## config.mk

```make
export PLATFORM = sky130hd
export DESIGN_NAME = recursive_mutex_with_wait_queue_core
export DESIGN_NICKNAME = d
export VERILOG_FILES = /design/src/hw/rtl/rmwq_pkg.sv /design/src/hw/rtl/rmwq_ram.sv /design/src/hw/rtl/rmwq_ctrl.sv /design/src/hw/rtl/recursive_mutex_with_wait_queue_core.sv
export SDC_FILE = /design/constraint.sdc
export NUM_CORES = 1
export LEC_CHECK = 0
export BUFFER_PORTS_ARGS = -buffer_cell sky130_fd_sc_hd__buf_2
export CELL_PAD_IN_SITES_DETAIL_PLACEMENT = 1
export CELL_PAD_IN_SITES_GLOBAL_PLACEMENT = 1
export CORE_AREA = 10 10 128 188
export CTS_CLUSTER_DIAMETER = 30
export CTS_CLUSTER_SIZE = 25
export DETAILED_ROUTE_END_ITERATION = 7
export DIE_AREA = 0 0 138 198
export GPL_TIMING_DRIVEN = 0
export HOLD_SLACK_MARGIN = 0.06
export PLACE_DENSITY = 0.81
export REMOVE_ABC_BUFFERS = 1
export SETUP_SLACK_MARGIN = 0.2
export SYNTH_ARGS = -nofsm -noshare
export SYNTH_HDL_FRONTEND = slang
export SYNTH_SLANG_ARGS = --single-unit
export TNS_END_PERCENT = 100
```

## constraint.sdc

```tcl
create_clock -name clk_i -period 3.2 [get_ports clk_i]
set_clock_uncertainty 0.05 [all_clocks]
set_input_delay 0.32 -clock clk_i [delete_from_list [all_inputs] [get_ports clk_i]]
set_output_delay 0.32 -clock clk_i [all_outputs]
set_load 0.02 [all_outputs]
```

## src/hw/rtl/rmwq_pkg.sv

```systemverilog
// ----------------------------------------------------------------------------
// Recursive mutex with wait queue: shared definitions
// Command and status codes, and default sizes for the lock core.
// ----------------------------------------------------------------------------
package rmwq_pkg;

  localparam int unsigned WaiterDepthDef = 16;
  localparam int unsigned IdWidthDef     = 8;
  localparam int unsigned CountWidthDef  = 8;

  localparam int unsigned CmdWidth    = 2;
  localparam int unsigned StatusWidth = 4;

  typedef enum logic [CmdWidth-1:0] {
    CmdTryLock = 2'd0,
    CmdLock    = 2'd1,
    CmdUnlock  = 2'd2
  } cmd_e;

  typedef enum logic [StatusWidth-1:0] {
    StGranted  = 4'd0,
    StRecursed = 4'd1,
    StBusy     = 4'd2,
    StBlocked  = 4'd3,
    StReleased = 4'd4,
    StFreed    = 4'd5,
    StHanded   = 4'd6,
    StIgnored  = 4'd7,
    StFull     = 4'd8
  } status_e;

endpackage

```

## src/hw/rtl/rmwq_ram.sv

```systemverilog
// ----------------------------------------------------------------------------
// Generic RAM
// One write port, one read port, registered read data (read-first).
// ----------------------------------------------------------------------------
module rmwq_ram #(
  parameter int unsigned Width = 8,
  parameter int unsigned Depth = 16,
  localparam int unsigned AddrW = (Depth > 1) ? $clog2(Depth) : 1
) (
  input  logic             clk_i,
  input  logic             we_i,
  input  logic [AddrW-1:0] waddr_i,
  input  logic [Width-1:0] wdata_i,
  input  logic [AddrW-1:0] raddr_i,
  output logic [Width-1:0] rdata_o
);

  logic [Width-1:0] mem_q [Depth];
  logic [Width-1:0] rdata_q;

  always_ff @(posedge clk_i) begin
    if (we_i) begin
      mem_q[waddr_i] <= wdata_i;
    end
    rdata_q <= mem_q[raddr_i];
  end

  assign rdata_o = rdata_q;

endmodule

```

## src/hw/rtl/rmwq_ctrl.sv

```systemverilog
// ----------------------------------------------------------------------------
// Lock state and waiter queue
// Decides one request per step, holds owner, count and the waiter FIFO.
// ----------------------------------------------------------------------------
module rmwq_ctrl #(
  parameter int unsigned WaiterDepth = rmwq_pkg::WaiterDepthDef,
  parameter int unsigned IdWidth     = rmwq_pkg::IdWidthDef,
  parameter int unsigned CountWidth  = rmwq_pkg::CountWidthDef
) (
  input  logic                             clk_i,
  input  logic                             rst_ni,
  input  logic                             step_i,
  input  logic [rmwq_pkg::CmdWidth-1:0]    cmd_i,
  input  logic                             requester_valid_i,
  input  logic [IdWidth-1:0]               requester_id_i,
  output logic [rmwq_pkg::StatusWidth-1:0] status_o,
  output logic                             woken_valid_o,
  output logic [IdWidth-1:0]               woken_id_o,
  output logic [IdWidth-1:0]               owner_id_o,
  output logic                             is_locked_o,
  output logic [CountWidth-1:0]            hold_count_o
);

  localparam int unsigned PtrW  = $clog2(WaiterDepth);
  localparam int unsigned UsedW = $clog2(WaiterDepth + 1);
  localparam logic [PtrW-1:0]  PtrLast = PtrW'(WaiterDepth - 1);
  localparam logic [UsedW-1:0] UsedFull = UsedW'(WaiterDepth);

  logic                  held_q, held_d;
  logic [IdWidth-1:0]    holder_q, holder_d;
  logic [CountWidth-1:0] count_q, count_d;
  logic [PtrW-1:0]       head_q, tail_q, head_nx;
  logic [UsedW-1:0]      used_q;
  logic                  push, pop, push_w, pop_w;
  logic                  is_owner;
  logic [CountWidth-1:0] count_dec;
  rmwq_pkg::status_e     status;
  logic                  byp_hit_q;
  logic [IdWidth-1:0]    byp_q, ram_rdata, head_data;

  function automatic logic [PtrW-1:0] next_slot(input logic [PtrW-1:0] p);
    next_slot = (p == PtrLast) ? '0 : p + PtrW'(1);
  endfunction

  assign is_owner  = held_q && (holder_q == requester_id_i);
  assign count_dec = count_q - CountWidth'(1);
  assign head_data = byp_hit_q ? byp_q : ram_rdata;

  always_comb begin
    held_d   = held_q;
    holder_d = holder_q;
    count_d  = count_q;
    push     = 1'b0;
    pop      = 1'b0;
    status   = rmwq_pkg::StIgnored;
    case (cmd_i)
      rmwq_pkg::CmdTryLock, rmwq_pkg::CmdLock: begin
        if (requester_valid_i) begin
          if (!held_q) begin
            held_d   = 1'b1;
            holder_d = requester_id_i;
            count_d  = CountWidth'(1);
            status   = rmwq_pkg::StGranted;
          end else if (is_owner) begin
            if (&count_q) begin
              status = rmwq_pkg::StFull;
            end else begin
              count_d = count_q + CountWidth'(1);
              status  = rmwq_pkg::StRecursed;
            end
          end else if (cmd_i == rmwq_pkg::CmdTryLock) begin
            status = rmwq_pkg::StBusy;
          end else if (used_q == UsedFull) begin
            status = rmwq_pkg::StFull;
          end else begin
            push   = 1'b1;
            status = rmwq_pkg::StBlocked;
          end
        end
      end
      rmwq_pkg::CmdUnlock: begin
        if (requester_valid_i && is_owner) begin
          if (count_dec != '0) begin
            count_d = count_dec;
            status  = rmwq_pkg::StReleased;
          end else if (used_q != '0) begin
            // hand over to the oldest waiter
            pop      = 1'b1;
            holder_d = head_data;
            count_d  = CountWidth'(1);
            status   = rmwq_pkg::StHanded;
          end else begin
            held_d   = 1'b0;
            holder_d = '0;
            count_d  = '0;
            status   = rmwq_pkg::StFreed;
          end
        end
      end
      default: begin
        status = rmwq_pkg::StIgnored;
      end
    endcase
  end

  assign push_w  = step_i && push;
  assign pop_w   = step_i && pop;
  assign head_nx = pop_w ? next_slot(head_q) : head_q;

  always_ff @(posedge clk_i or negedge rst_ni) begin
    if (!rst_ni) begin
      held_q    <= 1'b0;
      holder_q  <= '0;
      count_q   <= '0;
      head_q    <= '0;
      tail_q    <= '0;
      used_q    <= '0;
      byp_hit_q <= 1'b0;
    end else begin
      if (step_i) begin
        held_q   <= held_d;
        holder_q <= holder_d;
        count_q  <= count_d;
      end
      head_q <= head_nx;
      if (push_w) begin
        tail_q <= next_slot(tail_q);
      end
      if (push_w && !pop_w) begin
        used_q <= used_q + UsedW'(1);
      end else if (pop_w && !push_w) begin
        used_q <= used_q - UsedW'(1);
      end
      // a write to the slot being read shows up through the bypass
      byp_hit_q <= push_w && (tail_q == head_nx);
    end
  end

  always_ff @(posedge clk_i) begin
    byp_q <= requester_id_i;
  end

  rmwq_ram #(
    .Width(IdWidth),
    .Depth(WaiterDepth)
  ) u_waiters (
    .clk_i  (clk_i),
    .we_i   (push_w),
    .waddr_i(tail_q),
    .wdata_i(requester_id_i),
    .raddr_i(head_nx),
    .rdata_o(ram_rdata)
  );

  assign status_o      = status;
  assign woken_valid_o = pop;
  assign woken_id_o    = pop ? head_data : '0;
  assign owner_id_o    = holder_d;
  assign is_locked_o   = held_d;
  assign hold_count_o  = count_d;

endmodule

```

## src/hw/rtl/recursive_mutex_with_wait_queue_core.sv

```systemverilog
// ----------------------------------------------------------------------------
// Recursive mutex with wait queue
// Hardware recursive lock with a FIFO of blocked requesters.
// ----------------------------------------------------------------------------
//  channel | direction | handshake              | fields
//  in      | input     | in_valid_i, in_stall_o | cmd, requester_valid, requester_id
//  out     | output    | out_valid_o, out_stall_i | status, woken_valid, woken_id,
//          |           |                        | owner_id, is_locked, hold_count
//
// One request per cycle while the result channel does not stall: input register,
// decision logic, result register. The head waiter is kept ready from the queue
// RAM every cycle, so a handover does not wait on a RAM read. Reset clears the
// lock and empties the queue at once. A stalled result holds; one more request
// waits in the input register, then in_stall_o rises.
// ----------------------------------------------------------------------------
module recursive_mutex_with_wait_queue_core #(
  parameter int unsigned WaiterDepth = rmwq_pkg::WaiterDepthDef,
  parameter int unsigned IdWidth     = rmwq_pkg::IdWidthDef,
  parameter int unsigned CountWidth  = rmwq_pkg::CountWidthDef
) (
  input  logic                             clk_i,
  input  logic                             rst_ni,
  input  logic                             in_valid_i,
  output logic                             in_stall_o,
  input  logic [rmwq_pkg::CmdWidth-1:0]    cmd_i,
  input  logic                             requester_valid_i,
  input  logic [IdWidth-1:0]               requester_id_i,
  output logic                             out_valid_o,
  input  logic                             out_stall_i,
  output logic [rmwq_pkg::StatusWidth-1:0] status_o,
  output logic                             woken_valid_o,
  output logic [IdWidth-1:0]               woken_id_o,
  output logic [IdWidth-1:0]               owner_id_o,
  output logic                             is_locked_o,
  output logic [CountWidth-1:0]            hold_count_o
);

  logic                             in_vq;
  logic [rmwq_pkg::CmdWidth-1:0]    cmd_q;
  logic                             rv_q;
  logic [IdWidth-1:0]               id_q;
  logic                             out_vq;
  logic                             accept, adv;

  logic [rmwq_pkg::StatusWidth-1:0] status_d, status_q;
  logic                             woken_valid_d, woken_valid_q;
  logic [IdWidth-1:0]               woken_id_d, woken_id_q;
  logic [IdWidth-1:0]               owner_d, owner_q;
  logic                             locked_d, locked_q;
  logic [CountWidth-1:0]            count_d, count_q;

  assign adv        = in_vq && (!out_vq || !out_stall_i);
  assign in_stall_o = in_vq && !adv;
  assign accept     = in_valid_i && !in_stall_o;

  always_ff @(posedge clk_i or negedge rst_ni) begin
    if (!rst_ni) begin
      in_vq  <= 1'b0;
      out_vq <= 1'b0;
    end else begin
      if (accept) begin
        in_vq <= 1'b1;
      end else if (adv) begin
        in_vq <= 1'b0;
      end
      if (adv) begin
        out_vq <= 1'b1;
      end else if (!out_stall_i) begin
        out_vq <= 1'b0;
      end
    end
  end

  always_ff @(posedge clk_i) begin
    if (accept) begin
      cmd_q <= cmd_i;
      rv_q  <= requester_valid_i;
      id_q  <= requester_id_i;
    end
    if (adv) begin
      status_q      <= status_d;
      woken_valid_q <= woken_valid_d;
      woken_id_q    <= woken_id_d;
      owner_q       <= owner_d;
      locked_q      <= locked_d;
      count_q       <= count_d;
    end
  end

  rmwq_ctrl #(
    .WaiterDepth(WaiterDepth),
    .IdWidth    (IdWidth),
    .CountWidth (CountWidth)
  ) u_ctrl (
    .clk_i            (clk_i),
    .rst_ni           (rst_ni),
    .step_i           (adv),
    .cmd_i            (cmd_q),
    .requester_valid_i(rv_q),
    .requester_id_i   (id_q),
    .status_o         (status_d),
    .woken_valid_o    (woken_valid_d),
    .woken_id_o       (woken_id_d),
    .owner_id_o       (owner_d),
    .is_locked_o      (locked_d),
    .hold_count_o     (count_d)
  );

  assign out_valid_o   = out_vq;
  assign status_o      = status_q;
  assign woken_valid_o = woken_valid_q;
  assign woken_id_o    = woken_id_q;
  assign owner_id_o    = owner_q;
  assign is_locked_o   = locked_q;
  assign hold_count_o  = count_q;

endmodule

```

==> summary.md, run 1 <==
| Metric | Value |
|---|---|
| Crit path capture type | flip-flop |
| Final #Nets | 829 |
| Met1 global-route usage | between 20 and 25% |
| DIE AREA | between 20000 and 30000 sq um |
| Post-synth EDFFs | between 150 and 200 |
| Largest net degree at the start of global routing | 34 |
| Dpl cells | ~960 |
| Most frequent cells in the layout | 169 x edfxtp_1, 49 x nand2_1, 46 x buf_2 |
| Top cells by area, synth | edfxtp_1 54%, dfrtp_1 8.8%, mux2i_1 5.8% |
| Vias in the first global route | slightly above 7000 |
| RePlAce Congestion | 0.8590 |
| Startpoint types | flip-flop |
| Final setup fails | 37 |
| Synth top area share | between 50% and 60% |
| Max Cap Viol | 0 |
| Hold crit path type | in2reg |
| Worst path required time | ~3600 ps |
| Fmax | about 260 MHz |
| CTS Buf Count | 30 |
| Async SR Flop Fraction | 15.14% |
| Tcrit/Tclk final | 118.4% |
| Outcome | finished with violations |
| GR Util All Layers | 22.16% |
| # DRC | 0 |
| Row count | 65 |
| Hold Path Depth | 5 |
| Crit path max fanout | 9 |
| Synth area leader | edfxtp_1 |
| Area occupied by multi-input gates | 3506 sq um |
| Most common cell after layout, fill and taps aside | edfxtp_1 |
| Slew of the pin with the lowest slew margin | 932.9 ps |
| Reg-to-reg setup timing slack | -590 ps |
| Synth unique cells | 60 |
| Register area | just over 6000 sq um |
| DRT antenna net count | 0 |
| First-pass GRT wire length | roughly 47000 um |
| Final WS setup | -587.7 ps |
| Met3 Usage GRT | roughly 4.8% |
| I/O pin cnt | 47 |
| Grt total ovfl | 0 |
| Post-route minimum period | ~3800 ps |
| Synth Flop Type | edfxtp_1 |
| GRT met2 Usage | between 30% and 40% |
| DRT Pass-1 Iters | 5 |
| Starting Density | a little under half |
| DP HPWL | 15700 um |
| CTS tree | built |
| Sequential fraction of the synthesis area | between 60% and 70% |
| Fraction of layout cells with a size suffix above 1 | a little over a third |
| Clock H-tree levels | 1 |
| Pwr Density | ~700 nW/um^2 |
| Clock slew seen by the registers of the worst setup and hold paths | ~90 ps |
| DP Area | slightly below 10000 sq um |
| CTS root buf | clkbuf_16 |
| Class of the most critical setup path | reg2reg |
| Syn Inst Count | 670 |
| Port bufs | 46 |
| Worst reg-to-reg path cell count | 12 |
| Worst r2r dst | u_ctrl.u_waiters.rdata_o[0] |
| Hold Slack | 392.3 ps |
| Iter 0 DRT Violations | 819 |
| Leakage | approximately 0.0044 uW |
| Core ar. | 20820 sq um |
| Clk_lat worst skew | just under 600 ps |
| Avg Cell Area, Syn | roughly 14 sq um |
| Slew Limit Fails | 0 |
| Slowest CP cell | edfxtp_1 |
| Clock Sink Count | between 200 and 250 |
| Final Instance Area | 12300 sq um |
| Crit-path max cell delay | a little over 600 ps |
| Total number of vias | ~7100 |
| Fill cell count | slightly below 2000 |
| Worst VDD drop | 0.0003974 V |
| Grt peak-use layer | met2 |
| WL per Instance | between 30 and 40 um |
| Post-Place Setup Slack | -1955 ps |
| RSZ-0062 raised after global routing | yes |
| Final Non-Filler Cells | ~1100 |
| Number of antenna violations at the first check in global routing | 1 |
| RR Startpoint | rv_q |
| Total power | 8564 uW |
| Min-delay src | out_stall_i |
| Final Hold Viols | 0 |
| Post-Syn Area | 9375 sq um |
| #FFs+latches synth | 218 |
| Final wirelength | 37020 um |
| Die width | 138 um |
| Longest Clk Path Bufs | 3 |
| Synth warnings | 0 |
| Die height | slightly below 200 um |
| Crit path DAT | between 4000 and 5000 ps |
| Crit-path cells | nor2b_4 -> nand3_1 -> nor4_4 -> and3_4 -> buf_4 -> buf_4 -> a31oi_4 -> inv_1 -> nand2_2 -> a21oi_2 -> o21ai_1 -> o311ai_2 |
| Vias per std cell | between 6 and 7 |
| CP most frequent cell | buf_4 |
| Layout area overhead | 31.23% |
| Hold path endpoint | u_ctrl.count_q[6] |
| Violated checks | setup timing |
| Slew margin rel. | approximately 38% |
## critical path: cells and delay by family (launching register included)
family          cells  cell delay, ps
simple gates        5            1540
compound gates      4             950
flops               1             610
buf+inv             3             490
## power by group
group,switching [uW],leakage [uW],internal [uW]
clock,1420,0.000505,2120
sequential,291,0.00209,3250
combinational,862,0.00177,617
## synth_stat cells (all sizes together), types with 7 or more instances
cell type,count
edfxtp,169
mux2i,55
nand2,54
a21oi,38
dfrtp,33
xnor2,23
mux2,22
nor2,22
inv,20
and2,19
buf,18
o21ai,17
dfxtp,16
nor2b,16
a211oi,13
nand3,13
clkbuf,12
ha,12
a221o,8
nand2b,8
nor3,8
xor2,7
## final cells by class
class / instances / area share [%]
timing repair inverter: 2 / 0.1424
inverter: 21 / 0.9153
timing repair buffer: 125 / 8.451
clock inverter: 21 / 1.973
multi-input combinational: 403 / 28.50
antenna: 2 / 0.04068
sequential: 218 / 50.61
tap: 268 / 2.726
clock buffer: 34 / 6.651
## state kept, by name, indices dropped and copies added (netlist names), 2 cells and up
register	count
u_ctrl.u_waiters.mem_q	128
hold_count_o	8
id_q	8
owner_id_o	8
u_ctrl.byp_q	8
u_ctrl.count_q	8
u_ctrl.holder_q	8
u_ctrl.u_waiters.rdata_o	8
woken_id_o	8
u_ctrl.used_q	5
status_o	4
u_ctrl.head_q	4
u_ctrl.tail_q	4
cmd_q	2
## timing repair
action / in CTS / in global routing
setup endpoints to repair: 193 / 164
gates resized for setup: 81 / 75
buffers inserted: 30 / 28
pin swaps: 15 / 28
gates cloned: 4 / 4
hold buffers: 15 / 0
endpoints found under the hold margin: 46 / 0
## cell families (layout without fill, tap and decap cells)
group	Yosys count	after routing	synth area share (%)
and+or+nand+nor	165	165	8.795
DFF	218	218	66.36
xor gates and xnor gates	30	30	2.803
muxes	77	78	8.648
adders and majority gates	13	13	1.815
buffers and inverters	51	203	2.922
AOI/OAI and AO/OA	116	117	8.662
other	0	2	0
## per-layer routing
metal / part of all wire (%) / vias up
met1: 33 / 3554
met4: 9.4 / 0
li1: - / 2801
met2: 50 / 512
met5: 0 / -
met3: 7.1 / 218
## stage by stage
step	util (%)	TNS [ps]
after floorplan	-	-17430
after global placement	46.81	-53510
after detailed placement	47.00	-57880
after CTS	56.23	-3132
after global routing	59.08	-10610
final	59.09	-10980
## worst max path at each step
stage          slack [ps]        start                           to
2_1_floorplan       -1580  out_valid_o  u_ctrl.u_waiters.rdata_o[6]
3_3_place_gp        -2970  out_stall_i  u_ctrl.u_waiters.rdata_o[0]
3_5_place_dp        -1960  out_stall_i  u_ctrl.u_waiters.rdata_o[5]
4_1_cts              -220      id_q[1]  u_ctrl.u_waiters.rdata_o[5]
5_1_grt              -620         rv_q  u_ctrl.u_waiters.rdata_o[6]
6_report             -590         rv_q  u_ctrl.u_waiters.rdata_o[0]
Power figures use the tool's default switching activity.
==> inputs of run 2 (changes only) <==
--- a/config.mk
+++ b/config.mk
@@ -15,9 +15,11 @@
 export DIE_AREA = 0 0 138 198
 export GPL_TIMING_DRIVEN = 0
 export HOLD_SLACK_MARGIN = 0.06
+export MAX_ROUTING_LAYER = met4
 export PLACE_DENSITY = 0.81
 export REMOVE_ABC_BUFFERS = 1
 export SETUP_SLACK_MARGIN = 0.2
+export SKIP_CTS_REPAIR_TIMING = 1
 export SYNTH_ARGS = -nofsm -noshare
 export SYNTH_HDL_FRONTEND = slang
 export SYNTH_SLANG_ARGS = --single-unit
==> summary.md, run 2 (synthesis results as in run 1) <==
| Metric | Value |
|---|---|
| Outcome | finished with violations |
| Violated checks | setup timing |
| First-pass GRT wire length | 37340 um (-20%) |
| Total power | 8558 uW (about the same) |
| RSZ-0062 raised after global routing | yes |
| Fill cell count | 1948 (-1.1%) |
| Antenna diodes | 0 (-2) |
| Max Cap Viol | 0 (unchanged) |
| Post-route minimum period | 3696 ps (-91.40 ps) |
| Slowest CP cell | or4_4 |
| Core ar. | 20820 sq um (unchanged) |
| # DRC | 0 (unchanged) |
| Number of antenna violations at the first check in global routing | 0 (-1) |
| Crit path max fanout | 7 (-2) |
| Slew margin rel. | 38.79% (+0.99 points) |
| Most frequent cells in the layout | 169 x edfxtp_1, 51 x buf_4, 50 x nand2_1 |
| Port bufs | 46 (unchanged) |
| Largest register FFs | 128 (unchanged) |
| Clock H-tree levels | 1 (unchanged) |
| Final Hold Viols | 0 (unchanged) |
| GR Util All Layers | 17.52% (-4.6 points) |
| DRT antenna net count | 0 (unchanged) |
| RePlAce Congestion | 0.8713 (+1.4%) |
| Clock Sink Count | 218 (unchanged) |
| Starting Density | 45.03% (unchanged) |
| Vias in the first global route | 6509 (-9.6%) |
| Final wirelength | 34310 um (-7.3%) |
| CTS Buf Count | 30 (unchanged) |
| Fraction of layout cells with a size suffix above 1 | 34.42% (-2.1 points) |
| Iter 0 DRT Violations | 745 (-9.0%) |
| Reg-to-reg setup timing slack | -500 ps (+90 ps) |
| Final setup fails | 65 (+76%) |
| Longest Clk Path Bufs | 3 (unchanged) |
| CTS root buf | clkbuf_16 |
| Die width | 138 um (unchanged) |
| Worst path required time | 3520 ps (-70 ps) |
| Class of the most critical setup path | reg2reg |
| Fmax | 270.5 MHz (+2.5%) |
| Crit path DAT | 4020 ps (-150 ps) |
| Hold crit path type | in2reg |
| Final WS setup | -496.3 ps (+91.40 ps) |
| CTS tree | built |
| Clk_lat worst skew | 560 ps (-20 ps) |
| Most common cell after layout, fill and taps aside | edfxtp_1 |
| Final core utilization | 59.02% (-0.072 points) |
| Final #Nets | 833 (+0.48%) |
| WL per Instance | 31.31 um (-7.5%) |
| Tcrit/Tclk final | 115.5% (-2.9 points) |
| I/O pin cnt | 47 (unchanged) |
| Crit-path max cell delay | 500 ps (-110 ps) |
| Largest reg by FF count | u_ctrl.u_waiters.mem_q |
| Critical path buffer and inverter count | 4 (+1) |
| Largest net degree at the start of global routing | 51 (+50%) |
| Crit-path cells | buf_12 -> xnor2_4 -> nand4_1 -> buf_6 -> or4_4 -> a311oi_4 -> a2bb2oi_4 -> buf_6 -> buf_12 -> mux2i_1 -> mux2i_2 -> a32oi_1 -> o221ai_2 |
| Vias per std cell | 6.260 (-3.3%) |
| Slew Limit Fails | 0 (unchanged) |
| Crit path max-delay family | compound AO/OA/AOI/OAI gates |
| DRT Pass-1 Iters | 5 (unchanged) |
| Clock slew seen by the registers of the worst setup and hold paths | 70 ps (-20 ps) |
| Grt total ovfl | 0 (unchanged) |
| Pwr Density | 696.4 nW/um^2 (about the same) |
| Startpoint types | flip-flop |
| Slew of the pin with the lowest slew margin | 918.1 ps (-14.80 ps) |
| Crit path capture type | flip-flop |
| Total number of vias | 6861 (-3.2%) |
| Layout area overhead | 31.07% |
| DP HPWL | 15700 um (unchanged) |
| Die height | 198 um (unchanged) |
| Row count | 65 (unchanged) |
| Leakage | 0.004365 uW (-0.16%) |
| DIE AREA | 27320 sq um (unchanged) |
| Worst VDD drop | 0.0004509 V (+13%) |
## run 2: worst paths after layout
kind,from,end,cells past startpoint
worst max register to register,id_q[1],u_ctrl.u_waiters.rdata_o[5],13
worst max-delay path,id_q[1],u_ctrl.u_waiters.rdata_o[5],13
min in group asynchronous,rst_ni,u_ctrl.tail_q[2],2
worst min register to register,u_ctrl.used_q[4],u_ctrl.used_q[4],1
max in group asynchronous,rst_ni,u_ctrl.count_q[1],2
worst min-delay path,out_stall_i,out_valid_o,3
## run 2: cell type report
cell class	count	area, sq um	area share [%]
clock inverter	21	242.7	1.975
sequential	218	6225	50.66
tap	268	335.3	2.729
inverter	21	108.9	0.8859
clock buffer	34	818.3	6.659
timing repair inverter	1	8.758	0.07128
multi-input combinational	403	3440	27.99
timing repair buffer	130	1110	9.032
## run 2: layer usage
layer,up-vias,track usage (%),routed length [um]
met5,-,-,0
met2,420,33.20,18000
met1,3499,16.72,11830
li1,2791,-,-
met4,0,9.240,2530
met3,151,2.613,1951
## run 2: tightest hold or removal path: stages
cell and delay (ps):
buf_2 100, nand2_1 110, nand2b_1 100
## run 2: power by group
part	internal [uW]	switching [uW]	leakage [uW]
logic	658	842	0.00177
clock network	2120	1420	0.000505
registers	3250	270	0.00209
## run 2: metrics by stage
| step | instances | setup slack, ps | TNS [ps] | hold WS (ps) | cell area [sq um] |
|---|---|---|---|---|---|
| after floorplan | 640 | -1585 | -17430 | -25.59 | 9180 |
| after global placement | 954 | -2968 | -53510 | 417.1 | 9746 |
| after detailed placement | 956 | -1955 | -57880 | 433.2 | 9786 |
| after CTS | 1011 | -1957 | -80260 | -127.9 | 10850 |
| after global routing | 1096 | -636.3 | -17800 | 79.68 | 12290 |
| final | 1096 | -496.3 | -8776 | 75.38 | 12290 |
